===== src/rtl/kstq_pkg.sv =====
`default_nettype none

package kstq_pkg;

   // request codes
   localparam logic [1:0] REQ_KEY  = 2'd0;
   localparam logic [1:0] REQ_POP  = 2'd1;
   localparam logic [1:0] REQ_PUSH = 2'd2;

   // key table kinds
   localparam logic [3:0] KIND_UNMAPPED = 4'd0;
   localparam logic [3:0] KIND_LETTER   = 4'd1;
   localparam logic [3:0] KIND_ASCII    = 4'd2;
   localparam logic [3:0] KIND_NUMPAD   = 4'd3;
   localparam logic [3:0] KIND_FUNC     = 4'd4;
   localparam logic [3:0] KIND_LSHIFT   = 4'd5;
   localparam logic [3:0] KIND_RSHIFT   = 4'd6;
   localparam logic [3:0] KIND_CTRL     = 4'd7;
   localparam logic [3:0] KIND_ALT      = 4'd8;
   localparam logic [3:0] KIND_CAPS     = 4'd9;
   localparam logic [3:0] KIND_NUM      = 4'd10;
   localparam logic [3:0] KIND_SCROLL   = 4'd11;

   // shift-flag byte bits
   localparam logic [7:0] MASK_RSHIFT = 8'h01;
   localparam logic [7:0] MASK_LSHIFT = 8'h02;
   localparam logic [7:0] MASK_CTRL   = 8'h04;
   localparam logic [7:0] MASK_ALT    = 8'h08;
   localparam logic [7:0] MASK_SCROLL = 8'h10;
   localparam logic [7:0] MASK_NUM    = 8'h20;
   localparam logic [7:0] MASK_CAPS   = 8'h40;

   localparam logic [7:0] CHAR_LOWER_A = 8'h61;
   localparam logic [7:0] CHAR_UPPER_A = 8'h41;

   typedef enum logic [1:0] {
      ST_IDLE,
      ST_EXEC,
      ST_PEEK,
      ST_DONE
   } kstq_state_type;

   typedef struct packed {
      logic capture;
      logic execute;
      logic publish;
   } kstq_cmd_type;

   typedef struct packed {
      logic out_free;
   } kstq_sts_type;

   // Character half of a translated word, from the flags before the event.
   function automatic logic [7:0] translate_char(input logic [3:0] kind,
                                                 input logic [7:0] flags,
                                                 input logic [7:0] plain,
                                                 input logic [7:0] upper,
                                                 input logic [7:0] pad);
      logic shift;
      logic ctrl;
      logic caps;
      logic numl;
      logic [7:0] ch;
      shift = (flags & (MASK_LSHIFT | MASK_RSHIFT)) != 8'h00;
      ctrl  = (flags & MASK_CTRL) != 8'h00;
      caps  = (flags & MASK_CAPS) != 8'h00;
      numl  = (flags & MASK_NUM) != 8'h00;
      ch    = 8'h00;
      if (kind == KIND_LETTER) begin
         if (ctrl) ch = plain - CHAR_LOWER_A + 8'd1;
         else if (shift != caps) ch = plain - CHAR_LOWER_A + CHAR_UPPER_A;
         else ch = plain;
      end else if (kind == KIND_ASCII) begin
         ch = shift ? upper : plain;
      end else if (kind == KIND_NUMPAD) begin
         ch = (numl != shift) ? pad : 8'h00;
      end
      return ch;
   endfunction

endpackage

`default_nettype wire


===== src/rtl/keyboard_scancode_translate_queue_unit.sv =====
// Keyboard scancode translator with a keystroke ring.
// An accepted request beat passes EXEC, PEEK and DONE to the result register.
// One request at a time (stall until IDLE); the registered ring read port is
//   used twice per request (head word before the update, new head after it).
// Reset (synchronous, active high) clears flags, lock-held bits, break flag,
//   ring pointers and the result valid; ring contents are left as they are.
`default_nettype none

module keyboard_scancode_translate_queue_unit #(
   parameter int RING_SLOTS = 16
) (
   input  wire logic        clock,
   input  wire logic        reset,
   // request channel
   input  wire logic        req_valid,
   output logic             req_stall,
   input  wire logic [1:0]  req_type,
   input  wire logic [7:0]  req_scancode,
   input  wire logic        req_key_down,
   input  wire logic [3:0]  req_key_kind,
   input  wire logic [7:0]  req_plain_char,
   input  wire logic [7:0]  req_upper_char,
   input  wire logic [7:0]  req_pad_char,
   input  wire logic [15:0] req_keystroke,
   // response channel
   output logic             rsp_valid,
   input  wire logic        rsp_stall,
   output logic [15:0]      rsp_popped_word,
   output logic             rsp_pop_ok,
   output logic             rsp_push_ok,
   output logic             rsp_ring_empty,
   output logic [15:0]      rsp_head_preview,
   output logic [7:0]       rsp_flag_byte,
   output logic             rsp_break_event,
   output logic             rsp_break_latched
);

   // Controller walks IDLE -> EXEC -> PEEK -> DONE:
   //   IDLE  takes the request beat; the ring head word is already being read.
   //   EXEC  applies flags / lock keys / break, pushes or pops, moves pointers.
   //   PEEK  lets the registered read pick up the word at the new head.
   //   DONE  loads the response register once it is free (or being drained).
   // The response register lets a finished beat wait on rsp_stall while the
   // controller returns to IDLE only after handing it over.
   kstq_pkg::kstq_cmd_type cmd;
   kstq_pkg::kstq_sts_type sts;

   kstq_ctrl u_ctrl (
      .clock     (clock),
      .reset     (reset),
      .req_valid (req_valid),
      .req_stall (req_stall),
      .sts       (sts),
      .cmd       (cmd)
   );

   // Datapath: request capture, shift-flag byte, translation, ring memory
   // (RING_SLOTS entries, one slot kept empty to tell full from empty).
   kstq_dp #(
      .RING_SLOTS (RING_SLOTS)
   ) u_dp (
      .clock             (clock),
      .reset             (reset),
      .cmd               (cmd),
      .sts               (sts),
      .req_type          (req_type),
      .req_scancode      (req_scancode),
      .req_key_down      (req_key_down),
      .req_key_kind      (req_key_kind),
      .req_plain_char    (req_plain_char),
      .req_upper_char    (req_upper_char),
      .req_pad_char      (req_pad_char),
      .req_keystroke     (req_keystroke),
      .rsp_valid         (rsp_valid),
      .rsp_stall         (rsp_stall),
      .rsp_popped_word   (rsp_popped_word),
      .rsp_pop_ok        (rsp_pop_ok),
      .rsp_push_ok       (rsp_push_ok),
      .rsp_ring_empty    (rsp_ring_empty),
      .rsp_head_preview  (rsp_head_preview),
      .rsp_flag_byte     (rsp_flag_byte),
      .rsp_break_event   (rsp_break_event),
      .rsp_break_latched (rsp_break_latched)
   );

endmodule

`default_nettype wire


===== src/rtl/kstq_ctrl.sv =====
`default_nettype none

module kstq_ctrl (
   input  wire logic                  clock,
   input  wire logic                  reset,
   input  wire logic                  req_valid,
   output logic                       req_stall,
   input  kstq_pkg::kstq_sts_type     sts,
   output kstq_pkg::kstq_cmd_type     cmd
);

   kstq_pkg::kstq_state_type state_ff;
   kstq_pkg::kstq_state_type state_in;

   always_ff @(posedge clock) begin
      if (reset) state_ff <= kstq_pkg::ST_IDLE;
      else state_ff <= state_in;
   end

   always_comb begin
      state_in = state_ff;
      unique case (state_ff)
         kstq_pkg::ST_IDLE: if (req_valid) state_in = kstq_pkg::ST_EXEC;
         kstq_pkg::ST_EXEC: state_in = kstq_pkg::ST_PEEK;
         kstq_pkg::ST_PEEK: state_in = kstq_pkg::ST_DONE;
         kstq_pkg::ST_DONE: if (sts.out_free) state_in = kstq_pkg::ST_IDLE;
         default: state_in = kstq_pkg::ST_IDLE;
      endcase
   end

   always_comb begin
      req_stall   = (state_ff != kstq_pkg::ST_IDLE);
      cmd.capture = (state_ff == kstq_pkg::ST_IDLE) && req_valid;
      cmd.execute = (state_ff == kstq_pkg::ST_EXEC);
      cmd.publish = (state_ff == kstq_pkg::ST_DONE) && sts.out_free;
   end

endmodule

`default_nettype wire


===== src/rtl/kstq_dp.sv =====
`default_nettype none

module kstq_dp #(
   parameter int RING_SLOTS = 16
) (
   input  wire logic              clock,
   input  wire logic              reset,
   input  kstq_pkg::kstq_cmd_type cmd,
   output kstq_pkg::kstq_sts_type sts,
   input  wire logic [1:0]        req_type,
   input  wire logic [7:0]        req_scancode,
   input  wire logic              req_key_down,
   input  wire logic [3:0]        req_key_kind,
   input  wire logic [7:0]        req_plain_char,
   input  wire logic [7:0]        req_upper_char,
   input  wire logic [7:0]        req_pad_char,
   input  wire logic [15:0]       req_keystroke,
   output logic                   rsp_valid,
   input  wire logic              rsp_stall,
   output logic [15:0]            rsp_popped_word,
   output logic                   rsp_pop_ok,
   output logic                   rsp_push_ok,
   output logic                   rsp_ring_empty,
   output logic [15:0]            rsp_head_preview,
   output logic [7:0]             rsp_flag_byte,
   output logic                   rsp_break_event,
   output logic                   rsp_break_latched
);

   localparam int IDX_W = $clog2(RING_SLOTS);
   localparam logic [IDX_W-1:0] LAST_IDX = IDX_W'(RING_SLOTS - 1);

   function automatic logic [IDX_W-1:0] ring_next(input logic [IDX_W-1:0] i);
      return (i == LAST_IDX) ? '0 : i + 1'b1;
   endfunction

   // captured request
   logic [1:0]  type_ff;
   logic [7:0]  scan_ff;
   logic        down_ff;
   logic [3:0]  kind_ff;
   logic [7:0]  plain_ff;
   logic [7:0]  upper_ff;
   logic [7:0]  pad_ff;
   logic [15:0] ks_ff;

   // architectural state
   logic [7:0]       flags_ff, flags_in;
   logic             caps_held_ff, caps_held_in;
   logic             num_held_ff, num_held_in;
   logic             scroll_held_ff, scroll_held_in;
   logic             sticky_ff, sticky_in;
   logic [IDX_W-1:0] head_ff, head_in;
   logic [IDX_W-1:0] tail_ff, tail_in;

   logic [15:0] ring_mem [RING_SLOTS];
   logic [15:0] rd_data_ff;

   // step results
   logic [15:0] popped_ff, popped_in;
   logic        pop_ok_ff, pop_ok_in;
   logic        push_ok_ff, push_ok_in;
   logic        brk_ff, brk_in;

   logic        want_push;
   logic [15:0] push_word;
   logic        do_write;
   logic        rsp_valid_ff;
   logic        ring_empty;

   always_ff @(posedge clock) begin
      if (cmd.capture) begin
         type_ff  <= req_type;
         scan_ff  <= req_scancode;
         down_ff  <= req_key_down;
         kind_ff  <= req_key_kind;
         plain_ff <= req_plain_char;
         upper_ff <= req_upper_char;
         pad_ff   <= req_pad_char;
         ks_ff    <= req_keystroke;
      end
   end

   always_comb begin
      flags_in       = flags_ff;
      caps_held_in   = caps_held_ff;
      num_held_in    = num_held_ff;
      scroll_held_in = scroll_held_ff;
      sticky_in      = sticky_ff;
      head_in        = head_ff;
      tail_in        = tail_ff;
      popped_in      = 16'h0000;
      pop_ok_in      = 1'b0;
      push_ok_in     = 1'b0;
      brk_in         = 1'b0;
      want_push      = 1'b0;
      push_word      = ks_ff;
      do_write       = 1'b0;

      unique case (type_ff)
         kstq_pkg::REQ_KEY: begin
            unique case (kind_ff)
               kstq_pkg::KIND_LSHIFT:
                  flags_in = down_ff ? (flags_ff | kstq_pkg::MASK_LSHIFT)
                                     : (flags_ff & ~kstq_pkg::MASK_LSHIFT);
               kstq_pkg::KIND_RSHIFT:
                  flags_in = down_ff ? (flags_ff | kstq_pkg::MASK_RSHIFT)
                                     : (flags_ff & ~kstq_pkg::MASK_RSHIFT);
               kstq_pkg::KIND_CTRL:
                  flags_in = down_ff ? (flags_ff | kstq_pkg::MASK_CTRL)
                                     : (flags_ff & ~kstq_pkg::MASK_CTRL);
               kstq_pkg::KIND_ALT:
                  flags_in = down_ff ? (flags_ff | kstq_pkg::MASK_ALT)
                                     : (flags_ff & ~kstq_pkg::MASK_ALT);
               kstq_pkg::KIND_CAPS: begin
                  caps_held_in = down_ff;
                  if (down_ff && !caps_held_ff) flags_in = flags_ff ^ kstq_pkg::MASK_CAPS;
               end
               kstq_pkg::KIND_NUM: begin
                  num_held_in = down_ff;
                  if (down_ff && !num_held_ff) flags_in = flags_ff ^ kstq_pkg::MASK_NUM;
               end
               kstq_pkg::KIND_SCROLL: begin
                  if (down_ff && ((flags_ff & kstq_pkg::MASK_CTRL) != 8'h00)) begin
                     sticky_in = 1'b1;
                     brk_in    = 1'b1;
                  end else begin
                     scroll_held_in = down_ff;
                     if (down_ff && !scroll_held_ff)
                        flags_in = flags_ff ^ kstq_pkg::MASK_SCROLL;
                  end
               end
               kstq_pkg::KIND_LETTER, kstq_pkg::KIND_ASCII,
               kstq_pkg::KIND_NUMPAD, kstq_pkg::KIND_FUNC: begin
                  want_push = down_ff;
                  push_word = {scan_ff, kstq_pkg::translate_char(kind_ff, flags_ff,
                                                                 plain_ff, upper_ff, pad_ff)};
               end
               default: ;
            endcase
         end
         kstq_pkg::REQ_POP: begin
            if (head_ff != tail_ff) begin
               popped_in = rd_data_ff;
               pop_ok_in = 1'b1;
               head_in   = ring_next(head_ff);
            end
         end
         kstq_pkg::REQ_PUSH: want_push = 1'b1;
         default: ;
      endcase

      if (want_push && (ring_next(tail_ff) != head_ff)) begin
         do_write   = 1'b1;
         push_ok_in = 1'b1;
         tail_in    = ring_next(tail_ff);
      end
   end

   always_ff @(posedge clock) begin
      if (reset) begin
         flags_ff       <= '0;
         caps_held_ff   <= 1'b0;
         num_held_ff    <= 1'b0;
         scroll_held_ff <= 1'b0;
         sticky_ff      <= 1'b0;
         head_ff        <= '0;
         tail_ff        <= '0;
      end else if (cmd.execute) begin
         flags_ff       <= flags_in;
         caps_held_ff   <= caps_held_in;
         num_held_ff    <= num_held_in;
         scroll_held_ff <= scroll_held_in;
         sticky_ff      <= sticky_in;
         head_ff        <= head_in;
         tail_ff        <= tail_in;
      end
   end

   always_ff @(posedge clock) begin
      if (cmd.execute) begin
         popped_ff  <= popped_in;
         pop_ok_ff  <= pop_ok_in;
         push_ok_ff <= push_ok_in;
         brk_ff     <= brk_in;
      end
   end

   // ring: one write port, head read every cycle
   always_ff @(posedge clock) begin
      if (cmd.execute && do_write) ring_mem[tail_ff] <= push_word;
      rd_data_ff <= ring_mem[head_ff];
   end

   assign ring_empty = (head_ff == tail_ff);

   // result register
   assign sts.out_free = !rsp_valid_ff || !rsp_stall;

   always_ff @(posedge clock) begin
      if (reset) rsp_valid_ff <= 1'b0;
      else if (cmd.publish) rsp_valid_ff <= 1'b1;
      else if (!rsp_stall) rsp_valid_ff <= 1'b0;
   end

   always_ff @(posedge clock) begin
      if (cmd.publish) begin
         rsp_popped_word   <= popped_ff;
         rsp_pop_ok        <= pop_ok_ff;
         rsp_push_ok       <= push_ok_ff;
         rsp_ring_empty    <= ring_empty;
         rsp_head_preview  <= ring_empty ? 16'h0000 : rd_data_ff;
         rsp_flag_byte     <= flags_ff;
         rsp_break_event   <= brk_ff;
         rsp_break_latched <= sticky_ff;
      end
   end

   assign rsp_valid = rsp_valid_ff;

endmodule

`default_nettype wire


===== config.mk =====
export PLATFORM = sky130hd
export DESIGN_NAME = keyboard_scancode_translate_queue_unit
export DESIGN_NICKNAME = d
export VERILOG_FILES = /design/src/rtl/kstq_pkg.sv /design/src/rtl/keyboard_scancode_translate_queue_unit.sv /design/src/rtl/kstq_ctrl.sv /design/src/rtl/kstq_dp.sv
export SDC_FILE = /design/constraint.sdc
export NUM_CORES = 1
export LEC_CHECK = 0
export ABC_AREA = 1
export BUFFER_PORTS_ARGS = -buffer_cell sky130_fd_sc_hd__clkbuf_2
export CORE_MARGIN = 5
export CORE_UTILIZATION = 31
export DETAILED_ROUTE_END_ITERATION = 10
export SYNTH_ARGS = -nofsm -noshare
export SYNTH_HDL_FRONTEND = slang
export SYNTH_SLANG_ARGS = --single-unit

===== constraint.sdc =====
create_clock -name clock -period 6.18 [get_ports clock]
set_input_delay 0.927 -clock clock [delete_from_list [all_inputs] [get_ports clock]]
set_output_delay 0.927 -clock clock [all_outputs]
set_load 0.02 [all_outputs]

# Word level (Yosys, flattened, before mapping)
# Memory sizes are Yosys's and may differ from the RTL's. A register that Yosys moved wholly into a read port is not among the register bits.
# Index checks and enable logic that the tools add are counted.
[word_totals]
regBits = 140
ram_bits = 256
inputBits = 59
output_inout_bits = 47
elab_cells = 145
memories = 1
[memory_table]
columns = ["name", "words", "width", "rd", "rd_clocked_by_memory_dff", "wr", "line_no", "source"]
rows = [
  ["u_dp.ring_mem", 16, 16, 1, 1, 1, "kstq_dp.sv:56", "logic [15:0] ring_mem [RING_SLOTS];"],
]
[classes]
addsub = 5
eq_ne = 26
muxes = 32
n_bitwise = 11
reduce_logical = 35
[op_table]
columns = ["operator", "n"]
rows = [
  ["$mux 8", 7],
  ["$pmux 7 s7", 1],
  ["$reduce_and 9->1", 4],
  ["$mux 16", 2],
  ["$eq 4x4->1 const B", 6],
  ["$reduce_and 10->1", 2],
  ["$eq 4x3->1 const B", 4],
  ["$mux 7", 2],
  ["$mux 4", 3],
  ["$not 1->1", 11],
  ["$reduce_and 11->1", 1],
  ["$mux 1", 9],
  ["$reduce_and 3->1", 3],
  ["$add 4x1->4 const B", 2],
  ["$add 8x1->8 const B", 1],
  ["$add 8x7->8 const B", 1],
  ["$eq 4x2->1 const B", 2],
  ["$logic_and 1x1->1", 8],
  ["$ne 4x4->1", 2],
  ["$pmux 2 s4", 1],
  ["$reduce_and 2->1", 4],
  ["$reduce_and 4->1", 2],
  ["$reduce_bool 8->1", 1],
  ["$sub 8x7->8 const B", 1],
  ["other kinds (17)", 29],
]

# Logic depth before layout (Yosys ltp)
# Gate-level depths: netlist of run 1.
[depth]
word_depth = 9
mapped_depth = 15
mapped_depth_nobuf = 15

# Modules after synthesis
# From an unflattened synthesis of run 1, not the netlist that was laid out.
[hier_totals]
hier_cells = 1256
area_unflattened_um2 = 16266.9
[by_module_without_submodules]
columns = ["module", "n_inst", "cells_each", "area_per_inst_um2", "seq_area_each_um2"]
rows = [
  ["kstq_dp", 1, 1227, 16074.2, 11951.5],
  ["kstq_ctrl", 1, 29, 192.7, 40.0],
]

# Least setup slack after synthesis of run 1
# Ideal clock, no wire load.
[synth_path]
path_kind = "input to register"
startpoint = "in rsp_stall"
endpoint = "reg u_dp.rsp_break_event (enable)"
setup_time_ns = 0.460
arrival_time_ns = 3.104
required_time_ns = 5.720
path_slack_ns = 2.616
path_stages = 1
n_path_buf = 0
path_cell_list = "a21oi_1"
[synth_between]
elab_chain_len = 3
[synth_lines]
columns = ["element", "line_no", "source"]
rows = [
  ["start, declared", "keyboard_scancode_translate_queue_unit.sv:27", "input wire logic rsp_stall,"],
  ["$logic_not 1->1", "kstq_dp.sv:198", "assign sts.out_free = !rsp_valid_ff || !rsp_stall;"],
  ["$logic_or 1x1->1", "kstq_dp.sv:198", ""],
  ["$logic_and 1x1->1", "kstq_ctrl.sv:35", "cmd.publish = (state_ff == kstq_pkg::ST_DONE) && sts.out_free;"],
  ["end signal, assigned", "kstq_dp.sv:214", "rsp_break_event <= brk_ff;"],
  ["end, declared", "kstq_dp.sv:26", "output logic rsp_break_event,"],
]
# No other way between the ends.
# A chain may end at the register's enable or synchronous reset.

# Worst setup path in the final report of run 1
[layout_path]
startpoint = "reg u_dp.head_ff[0]"
endpoint = "mem u_dp.ring_mem[6][3] (enable)"
[layout_between]
elab_chain_len = 6
[layout_lines]
columns = ["element", "line_no", "source"]
rows = [
  ["start, declared", "kstq_dp.sv:53", "logic [IDX_W-1:0] head_ff, head_in;"],
  ["start signal, assigned", "kstq_dp.sv:175", "head_ff <= head_in;"],
  ["$ne 4x4->1", "kstq_dp.sv:153", "if (want_push && (ring_next(tail_ff) != head_ff)) begin"],
  ["$logic_and 1x1->1", "kstq_dp.sv:153", ""],
  ["$mux 1", "kstq_dp.sv:153", ""],
  ["$logic_and 1x1->1", "kstq_dp.sv:191", "if (cmd.execute && do_write) ring_mem[tail_ff] <= push_word;"],
  ["$mux 1", "kstq_dp.sv:191", ""],
  ["$mux 1 (not written as such)", "kstq_dp.sv:191", ""],
  ["end, declared", "kstq_dp.sv:56", ""],
]
# No other way between the ends.

==> results of run 1 <==
## critical path, delay by kind of cell (launching register included)
kind                   cells  cell delay (ns)
and+or+nand+nor            5             1.45
DFF                        1             0.68
AOI/OAI and AO/OA          1             0.09
buffers and inverters      3             0.92
## logic make-up after synthesis
kind of cell    count (synthesis)  synth area share [%]
xor+xnor                       14                0.7562
fa+ha+maj                      11                0.8488
mux                            24                 1.482
other cells                     1               0.02313
flops                         412                 73.96
compound gates                208                 8.350
buf+inv                       135                 3.357
simple gates                  444                 11.23
## state kept, by name, summed over array words and instances (netlist names), 2 cells and up
name	cells
u_dp.plain_ff	8
u_dp.popped_ff	16
u_dp.pad_ff	8
u_dp.flags_ff	7
u_dp.type_ff	2
u_dp.kind_ff	4
u_dp.head_ff	4
u_ctrl.state_ff	2
u_dp.ring_mem	256
u_dp.tail_ff	4
u_dp.rsp_head_preview	16
u_dp.rsp_flag_byte	7
u_dp.ks_ff	16
u_dp.rsp_popped_word	16
u_dp.rd_data_ff	16
u_dp.scan_ff	8
u_dp.upper_ff	8
## where the power goes
part / total (mW) / switching [mW] / internal [mW]
Clock: 2.67 / 1.09 / 1.58
Combinational: 0.971 / 0.736 / 0.234
Sequential: 3.58 / 0.108 / 3.47
Total: 7.22 / 1.94 / 5.29
## metal layers
metal | vias to the layer above | share of wire, % | wire length, microns
li1 | 4754 | - | -
met1 | 4977 | 44 | 17580
met2 | 367 | 47 | 18910
met3 | 63 | 6.8 | 2718
met4 | 0 | 2.3 | 908
met5 | - | 0 | 0
## worst paths after layout
| kind | slack (ns) | to | cells past startpoint | from |
|---|---|---|---|---|
| worst min-delay path | 0.42 | u_dp.rsp_popped_word[6] | 0 | u_dp.popped_ff[6] |
| worst min register to register | 0.42 | u_dp.rsp_popped_word[6] | 0 | u_dp.popped_ff[6] |
| worst max-delay path | 2.73 | u_dp.ring_mem[6][3] | 9 | u_dp.head_ff[0] |
| worst max register to register | 2.73 | u_dp.ring_mem[6][3] | 9 | u_dp.head_ff[0] |
## cells in the final DEF, fill, tap and decap left out, types with 13 or more instances in the layout
| cell type | netlist | routed |
|---|---|---|
| clkbuf_2 | 0 | 104 |
| o21ai_0 | 83 | 82 |
| xor2_1 | 13 | 13 |
| buf_4 | 3 | 26 |
| edfxtp_1 | 374 | 374 |
| mux2i_1 | 24 | 24 |
| inv_1 | 72 | 71 |
| nor2_1 | 239 | 238 |
| o221ai_1 | 24 | 24 |
| dfxtp_1 | 38 | 36 |
| o32ai_1 | 40 | 40 |
| clkbuf_16 | 0 | 46 |
| a21oi_1 | 31 | 30 |
| nand3_1 | 53 | 53 |
| nand2_1 | 131 | 131 |
## area by class of cell
class                      instances  area, sq um  area share [%]
timing repair buffer             130        715.7           3.758
tap                              680        850.8           4.468
clock inverter                    24        254.0           1.334
sequential                       412        12000           63.01
multi-input combinational        702         3692           19.39
inverter                          80        305.3           1.603
clock buffer                      58         1226           6.439
==> out/results.txt, run 1 <==
Post-route design area -> 0.01904 sq mm
Peak supply drop -> 201.6 uV
Fill cell count -> 4931
CTS H-Tree Depth -> 2
Die area -> 0.05698 sq mm
Drt drc -> 0
Rows -> 83
CTS hold repair buffers -> 0
Power density over the cells -> 379.2 mW/mm^2
Final hold slack -> 0.4176 ns
Final net count -> 1440
Critical Path Sink Type -> flip-flop
Die Width -> 238.7 microns
Met2 Usage GRT -> 21.92%
Non-filler instance count after layout -> 2086
Antenna cells -> 0
CTS max path bufs -> 3
Setup CP Type -> reg -> reg
CTS root buf -> clkbuf_16
Critical Path RT -> 6.46 ns
Outcome -> completed
Synth Instances -> 1249
Largest stage delay, worst path -> 0.96 ns
Crit-path cells -> inv_2 > nand2_1 > a21oi_1 > nand3_2 > nand3_4 > inv_6 > nand2_4 > nor2_1 > buf_4
Routed vias/inst -> 4.871
Yosys top cell area share -> 69.26%
I/O Pins -> 106
Dpl cells -> 2004
Largest net degree at the start of global routing -> 93
CTS resizes -> 0
Final Max Tran Viols -> 0
CTS clk-pin slew, worst paths -> 0.06 ns
Worst Skew -> 0.02480 ns
Vias -> 10160
Worst-Margin Slew -> 1.296 ns
1st-pass router iterations -> 5
CTS tree -> yes
Tot Pwr -> 7.222 mW
Cell variety after synth -> 41
Leak -> 6.719 nW
Total Wirelength -> 40120 microns
Initial antenna violation count -> 4
Synthesized area per cell -> 12.98 sq um
Period utilisation layout -> 55.89%
Top post-synthesis cells by area -> edfxtp_1 (69%), nor2_1 (5.5%), dfxtp_1 (4.7%)
Final hold violation count -> 0
Type of origin of the critical path -> flip-flop
Share of layout cells above drive strength 1 -> 15.86%
Most common flop cell mapped by yosys -> edfxtp_1
Most instantiated cells after synthesis -> edfxtp_1 (374), nor2_1 (239), nand2_1 (131), o21ai_0 (83), inv_1 (72)
GR Util met3 -> 2.700%
Worst setup slack after layout -> 2.726 ns
Yosys warns -> 0
Die H -> 238.7 microns
RSZ-0062 raised after global routing -> no
Drt wl/cell -> 19.23 microns
CP Max Fanout -> 43
TritonCTS buffer count -> 44
GPL Wtd Cong -> 0.8451
Fin util -> 36.90%
Remaining antenna violation count after routing -> 0
Worst EP arrival -> 3.73 ns
Hpwl dp -> 24100 microns
Post-CTS setup buffers -> 0
Cell with the most instances after synthesis -> edfxtp_1
Iter 0 DRT Violations -> 1161
Clock sinks -> 412
Port-buffer cells -> 104
Max-Slew Margin vs Limit -> 13.39%
Placement Cell Area -> 0.01756 sq mm
MaxCap Viol Count -> 0
Mapped cell area -> 0.01621 sq mm
Fin Setup TNS -> 0 ns
Initial Utilization -> 31.41%
EDFF count, synth -> 374
Vias in the first global route -> 9834
Core area -> 0.05161 sq mm
Asr flop ratio synth -> 0%
F_max -> 289.5 MHz
Part of the Yosys area used for sequential elements -> 73.96%
Met1 Track Usage GR -> 18.82%
Area delta synth->final -> 17.45%
Final setup fails -> 0
Min Tclk post-route -> 3.454 ns
Total GRT Usage -> 13.63%
GRT overflow -> 0
Dominant cell type by area after synthesis -> edfxtp_1
First-pass GRT wire length -> 59910 microns
Slowest cell on crit path -> nor2_1
Mapped Nets -> 1319
Worst hold path class -> reg -> reg
Synth Register Bits -> 412
Clock latency on the worst-skew pair -> 0.57 ns
GRT busiest layer -> met2
Setup Slack @ Placement -> 2.774 ns
(Power assumes the default switching activity.)
==> run 2, diff against run 1 <==
--- a/config.mk
+++ b/config.mk
@@ -5,7 +5,7 @@
 export SDC_FILE = /design/constraint.sdc
 export NUM_CORES = 1
 export LEC_CHECK = 0
-export ABC_AREA = 1
+export ABC_AREA = 0
 export BUFFER_PORTS_ARGS = -buffer_cell sky130_fd_sc_hd__clkbuf_2
 export CORE_MARGIN = 5
 export CORE_UTILIZATION = 31
==> constraint.sdc (replaced) <==
create_clock -name clock -period 3.6 [get_ports clock]
set_input_delay 0.54 -clock clock [delete_from_list [all_inputs] [get_ports clock]]
set_output_delay 0.54 -clock clock [all_outputs]
set_load 0.02 [all_outputs]
==> out/results.txt, run 2 <==
Outcome -> completed
Mux contribution to synthesized area -> 12.16%
Port-buffer cells -> 104
Cell variety after synth -> 63
Final Max Tran Viols -> 0
CTS tree -> yes
Routed vias/inst -> 4.686
Leak -> 6.304 nW
Share of layout cells above drive strength 1 -> 30.10%
Non-filler instance count after layout -> 1700
Worst-Margin Slew -> 0.7545 ns
Min Tclk post-route -> 2.833 ns
Mapped Nets -> 913
Post-CTS setup buffers -> 0
Area delta synth->final -> 17.58%
Commonest non-fill, non-tap cell in the layout -> edfxtp_1
Initial Utilization -> 31.24%
Core area -> 0.05120 sq mm
Dpl cells -> 1623
Clock latency on the worst-skew pair -> 0.55 ns
Switch share -> 24.38%
Die area -> 0.05624 sq mm
CTS clk-pin slew, worst paths -> 0.06 ns
CTS root buf -> clkbuf_16
I/O Pins -> 106
Asr flop ratio synth -> 0%
Total GRT Usage -> 11.54%
Critical Path RT -> 3.88 ns
EDFF count, synth -> 374
CTS max path bufs -> 3
Cell with the most instances after synthesis -> edfxtp_1
Drt wl/cell -> 19.44 microns
Synthesized area per cell -> 18.97 sq um
Max-Slew Margin vs Limit -> 49.31%
Vias -> 7967
Fin Setup TNS -> 0 ns
Synth Instances -> 843
Die Width -> 237.1 microns
Vias in the first global route -> 8274
Period utilisation layout -> 78.71%
Yosys top cell area share -> 70.22%
1st-pass router iterations -> 5
Type of origin of the critical path -> flip-flop
Remaining antenna violation count after routing -> 0
RSZ-0062 raised after global routing -> no
GPL Wtd Cong -> 0.7727
Mapped cell area -> 0.01599 sq mm
CTS H-Tree Depth -> 2
Critical Path Sink Type -> flip-flop
Antenna cells -> 0
GRT overflow -> 0
Int Pwr -> 8.677 mW
Clock sinks -> 412
Dominant cell type by area after synthesis -> edfxtp_1
Part of the Yosys area used for sequential elements -> 74.97%
Tot Pwr -> 11.47 mW
Sw power -> 2.798 mW
Rows -> 83
Setup Slack @ Placement -> 0.8354 ns
Hpwl dp -> 22070 microns
Final setup fails -> 0
Worst hold path class -> in -> reg
Most frequent cells in the layout -> edfxtp_1 (374), clkbuf_2 (104), mux4_2 (80)
CP Max Fanout -> 16
Worst Skew -> 0.01092 ns
Largest net degree at the start of global routing -> 38
Peak supply drop -> 274.0 uV
Most common flop cell mapped by yosys -> edfxtp_1
Fin util -> 36.73%
TritonCTS buffer count -> 42
Final hold violation count -> 0
Max reg flops -> 256
Sequential power share -> 52.6%
Most instantiated cells after synthesis -> edfxtp_1 (374), mux4_2 (80), nand2_1 (45), dfxtp_1 (38), and3_1 (32)
Yosys warns -> 0
Worst EP arrival -> 3.11 ns
Post-synthesis compound-gate area fraction -> 2.981%
Die H -> 237.1 microns
Total Wirelength -> 33050 microns
Synth Register Bits -> 412
Worst setup slack after layout -> 0.7666 ns
Fill cell count -> 4673
Final net count -> 1057
Initial antenna violation count -> 0
Part of the power in the clock network -> 36.7%
Drt drc -> 0
CTS resizes -> 0
Power density over the cells -> 610.2 mW/mm^2
Iter 0 DRT Violations -> 598
F_max -> 352.9 MHz
Top post-synthesis cells by area -> edfxtp_1 (70%), mux4_2 (11%), dfxtp_1 (4.8%)
Largest family of logic cells by synthesized area -> multiplexers
Post-Synth XOR/XNOR Area -> 1.150%
Reg with most FFs -> u_dp.ring_mem
Combinational Power Share -> 10.7%
Adder-Cell Fraction of Synth Area -> 0.8605%
Synth Area in Simple Gates -> 6.055%
First-pass GRT wire length -> 49970 microns
Setup CP Type -> reg -> reg
CTS hold repair buffers -> 0
MaxCap Viol Count -> 0
-- run 2: cell types whose count changed after synthesis, moves of 18 or more --
cell / before / now
nor2_1: 239 / 30
nand2_1: 131 / 45
mux4_2: 0 / 80
o21ai_0: 83 / 14
inv_1: 72 / 13
nand3_1: 53 / 9
o32ai_1: 40 / 0
and3_1: 0 / 32
o221ai_1: 24 / 0
and2_1: 0 / 18
-- run 2: power groups by stage --
stage | combinational, mW | sequential, mW | clock, mW
global placement | 1.23 | 6.13 | 0
finish | 1.23 | 6.03 | 4.21
CTS | 1.26 | 6.04 | 4.32
global route | 1.35 | 6.07 | 4.54
floorplan | 0.721 | 6.15 | 0
detailed placement | 1.25 | 6.14 | 0
-- run 2: layer usage --
metal	global-route usage [%]	vias to the layer above	wire (microns)
met3	2.204	47	1890
met5	0	-	0
met4	3.568	0	877
met1	15.51	4064	14090
li1	-	3655	-
met2	19.16	201	16200
-- run 2: path summary, 6_finish.rpt --
kind | startpoint | endpoint | slack, ns | depth (start not counted)
hold / removal | req_keystroke[13] | u_dp.ks_ff[13] | 0.16 | 1
setup / recovery | u_dp.plain_ff[0] | u_dp.ring_mem[1][3] | 0.77 | 8
hold reg to reg | u_dp.pop_ok_ff | u_dp.rsp_pop_ok | 0.42 | 0
setup reg to reg | u_dp.plain_ff[0] | u_dp.ring_mem[1][3] | 0.77 | 8
-- run 2: final cells by class --
cell class / count / area, sq um / area share, %
multi-input cells: 377 / 3737 / 19.87
clock inverters: 29 / 247.7 / 1.317
clock buffers: 48 / 1114 / 5.922
inverters: 13 / 48.80 / 0.2595
repair buffers: 141 / 810.8 / 4.311
flip-flops and latches: 412 / 12000 / 63.79
well taps: 680 / 850.8 / 4.524
-- run 2: cells by family after synthesis --
group	count (synthesis)
compound gates	69
xor+xnor	21
fa+ha+maj	11
buf+inv	54
flops	412
mux	94
other cells	1
simple gates	181
-- run 2: through the flow --
| stage | hold WS [ns] | cell area, sq um |
|---|---|---|
| after floorplan | 0.4003 | 15990 |
| after global placement | 0.4029 | 17440 |
| after detailed placement | 0.4045 | 17440 |
| after CTS | 0.1387 | 18810 |
| after global routing | 0.1406 | 18810 |
| final | 0.1635 | 18810 |
-- run 2: critical path, stage by stage (launching register included) --
cell,delay (ns)
edfxtp_1,0.47
inv_1,0.10
ha_1,0.29
xnor2_1,0.14
or3_1,0.41
xnor2_1,0.18
or4_1,0.39
a31oi_1,0.18
a21o_1,0.41
==> run 3, diff against run 2 <==
==> constraint.sdc (replaced) <==
create_clock -name clock -period 3 [get_ports clock]
set_input_delay 0.45 -clock clock [delete_from_list [all_inputs] [get_ports clock]]
set_output_delay 0.45 -clock clock [all_outputs]
set_load 0.02 [all_outputs]
==> out/results.txt, run 3 (synthesis gave the netlist of run 2 again) <==
Slowest cell on crit path -> edfxtp_1
Initial antenna violation count -> 1
Outcome -> completed
Drt wl/cell -> 19.74 microns
Int Pwr -> 10.64 mW
Fin util -> 36.98%
Die Width -> 237.1 microns
CTS hold repair buffers -> 0
CTS H-Tree Depth -> 2
Iter 0 DRT Violations -> 645
Die area -> 0.05624 sq mm
Critical Path Sink Type -> flip-flop
Commonest non-fill, non-tap cell in the layout -> edfxtp_1
Die H -> 237.1 microns
Worst hold path class -> in -> reg
Port-buffer cells -> 104
Clock latency on the worst-skew pair -> 0.55 ns
Worst Hold Path EP -> u_dp.plain_ff[5]
Share of layout cells above drive strength 1 -> 30.34%
Fill cell count -> 4650
Min Tclk post-route -> 2.764 ns
Drt drc -> 0
Type of origin of the critical path -> flip-flop
Period utilisation layout -> 92.13%
Combinational Power Share -> 10.4%
Max reg flops -> 256
Hpwl dp -> 21400 microns
Crit-path cells -> inv_1 > ha_1 > xnor2_1 > or3_1 > xnor2_1 > or4_1 > a31oi_1 > a21o_1
R2R Setup Slk -> 0.24 ns
Critical Path RT -> 3.30 ns
Total Wirelength -> 33660 microns
Worst-Margin Slew -> 1.054 ns
Tot Pwr -> 13.99 mW
Vias -> 8089
I/O Pins -> 106
Setup CP Type -> reg -> reg
CTS resizes -> 0
Post-route design area -> 0.01893 sq mm
Worst EP arrival -> 3.06 ns
First-pass GRT wire length -> 50670 microns
F_max -> 361.8 MHz
MaxCap Viol Count -> 0
Switch share -> 23.92%
CTS max path bufs -> 3
GPL Wtd Cong -> 0.8157
Reg2reg path depth -> 8
Reg with most FFs -> u_dp.ring_mem
Final Max Tran Viols -> 0
Peak supply drop -> 378.9 uV
CP Max Fanout -> 16
CTS root buf -> clkbuf_16
Sequential power share -> 51.8%
Worst Skew -> 0.01829 ns
GRT overflow -> 0
Fin Setup TNS -> 0 ns
Placement Cell Area -> 0.01752 sq mm
Power density over the cells -> 738.8 mW/mm^2
Part of the power in the clock network -> 37.8%
Leak -> 6.358 nW
Sw power -> 3.346 mW
Most frequent cells in the layout -> edfxtp_1 (374), clkbuf_2 (104), mux4_2 (80)
Most frequent CP cell -> xnor2_1
Antenna cells -> 0
1st-pass router iterations -> 6
Total GRT Usage -> 11.66%
Core area -> 0.05120 sq mm
Final net count -> 1063
CTS tree -> yes
Capturing point of the worst reg2reg path -> u_dp.ring_mem[1][3]
CP top delay family -> simple AND/OR/NAND/NOR gates
Max-Slew Margin vs Limit -> 29.24%
Worst Path Buf+Inv -> 1
Largest stage delay, worst path -> 0.47 ns
Worst flop-to-flop path startpoint -> u_dp.plain_ff[0]
Rows -> 83
Remaining antenna violation count after routing -> 0
Initial Utilization -> 31.24%
Vias in the first global route -> 8262
CTS clk-pin slew, worst paths -> 0.06 ns
Area delta synth->final -> 18.38%
Critical path depth in cells -> 8
Hold Path Origin -> req_plain_char[5]
Routed vias/inst -> 4.744
RSZ-0062 raised after global routing -> no
TritonCTS buffer count -> 41
Final setup fails -> 0
Hold Crit Depth -> 1
Largest net degree at the start of global routing -> 70
Final hold violation count -> 0
Clock sinks -> 412
Post-CTS setup buffers -> 0
## run 3: cell count changes in the layout (fill, tap and decap cells not counted), sizes merged
cell / change
buf: +7
bufinv: +3
clkbuf: +4
clkinv: -9
clkinvlp: +1
inv: -1
## run 3: stage by stage
step | hold slack [ns] | setup slack [ns] | instances
5_1_grt | 0.06139 | 0.04814 | 1705
3_5_place_dp | 0.4062 | 0.2457 | 1630
6_report | 0.07045 | 0.2360 | 1705
2_1_floorplan | 0.4003 | -0.001411 | 843
3_3_place_gp | 0.4023 | 0.3141 | 1630
4_1_cts | 0.05329 | 0.2448 | 1705
## run 3: power groups by stage
stage,clock network [mW],logic (mW),registers (mW)
2_1_floorplan,0,0.866,7.37
3_3_place_gp,0,1.44,7.36
3_5_place_dp,0,1.48,7.37
4_1_cts,5.43,1.49,7.25
5_1_grt,5.64,1.60,7.29
6_report,5.29,1.45,7.25
## run 3: per-layer routing
layer	wire length, microns	up-vias	global-route usage [%]
li1	-	3659	-
met2	16810	216	19.68
met1	14460	4161	15.72
met5	0	-	0
met4	658	0	3.026
met3	1724	53	2.112
## run 3: layout make-up
| cell class | count | area, sq um | share of cell area (%) |
|---|---|---|---|
| clock buffers | 52 | 1117 | 5.901 |
| clock inverters | 23 | 295.3 | 1.560 |
| inverters | 13 | 48.80 | 0.2577 |
| multi-input cells | 377 | 3737 | 19.74 |
| flip-flops and latches | 412 | 12000 | 63.36 |
| well taps | 680 | 850.8 | 4.493 |
| repair buffers | 148 | 888.4 | 4.692 |
## run 3: worst max-delay path by stage
stage | startpoint | end | slack (ns)
finish | u_dp.plain_ff[0] | u_dp.ring_mem[1][3] | 0.24
global route | u_dp.plain_ff[0] | u_dp.ring_mem[1][3] | 0.05
CTS | u_dp.plain_ff[0] | u_dp.ring_mem[1][3] | 0.24
detailed placement | u_dp.plain_ff[0] | u_dp.ring_mem[13][3] | 0.25
global placement | u_dp.plain_ff[0] | u_dp.ring_mem[0][3] | 0.31
floorplan | u_dp.tail_ff[0] | u_dp.ring_mem[11][0] | -0.001
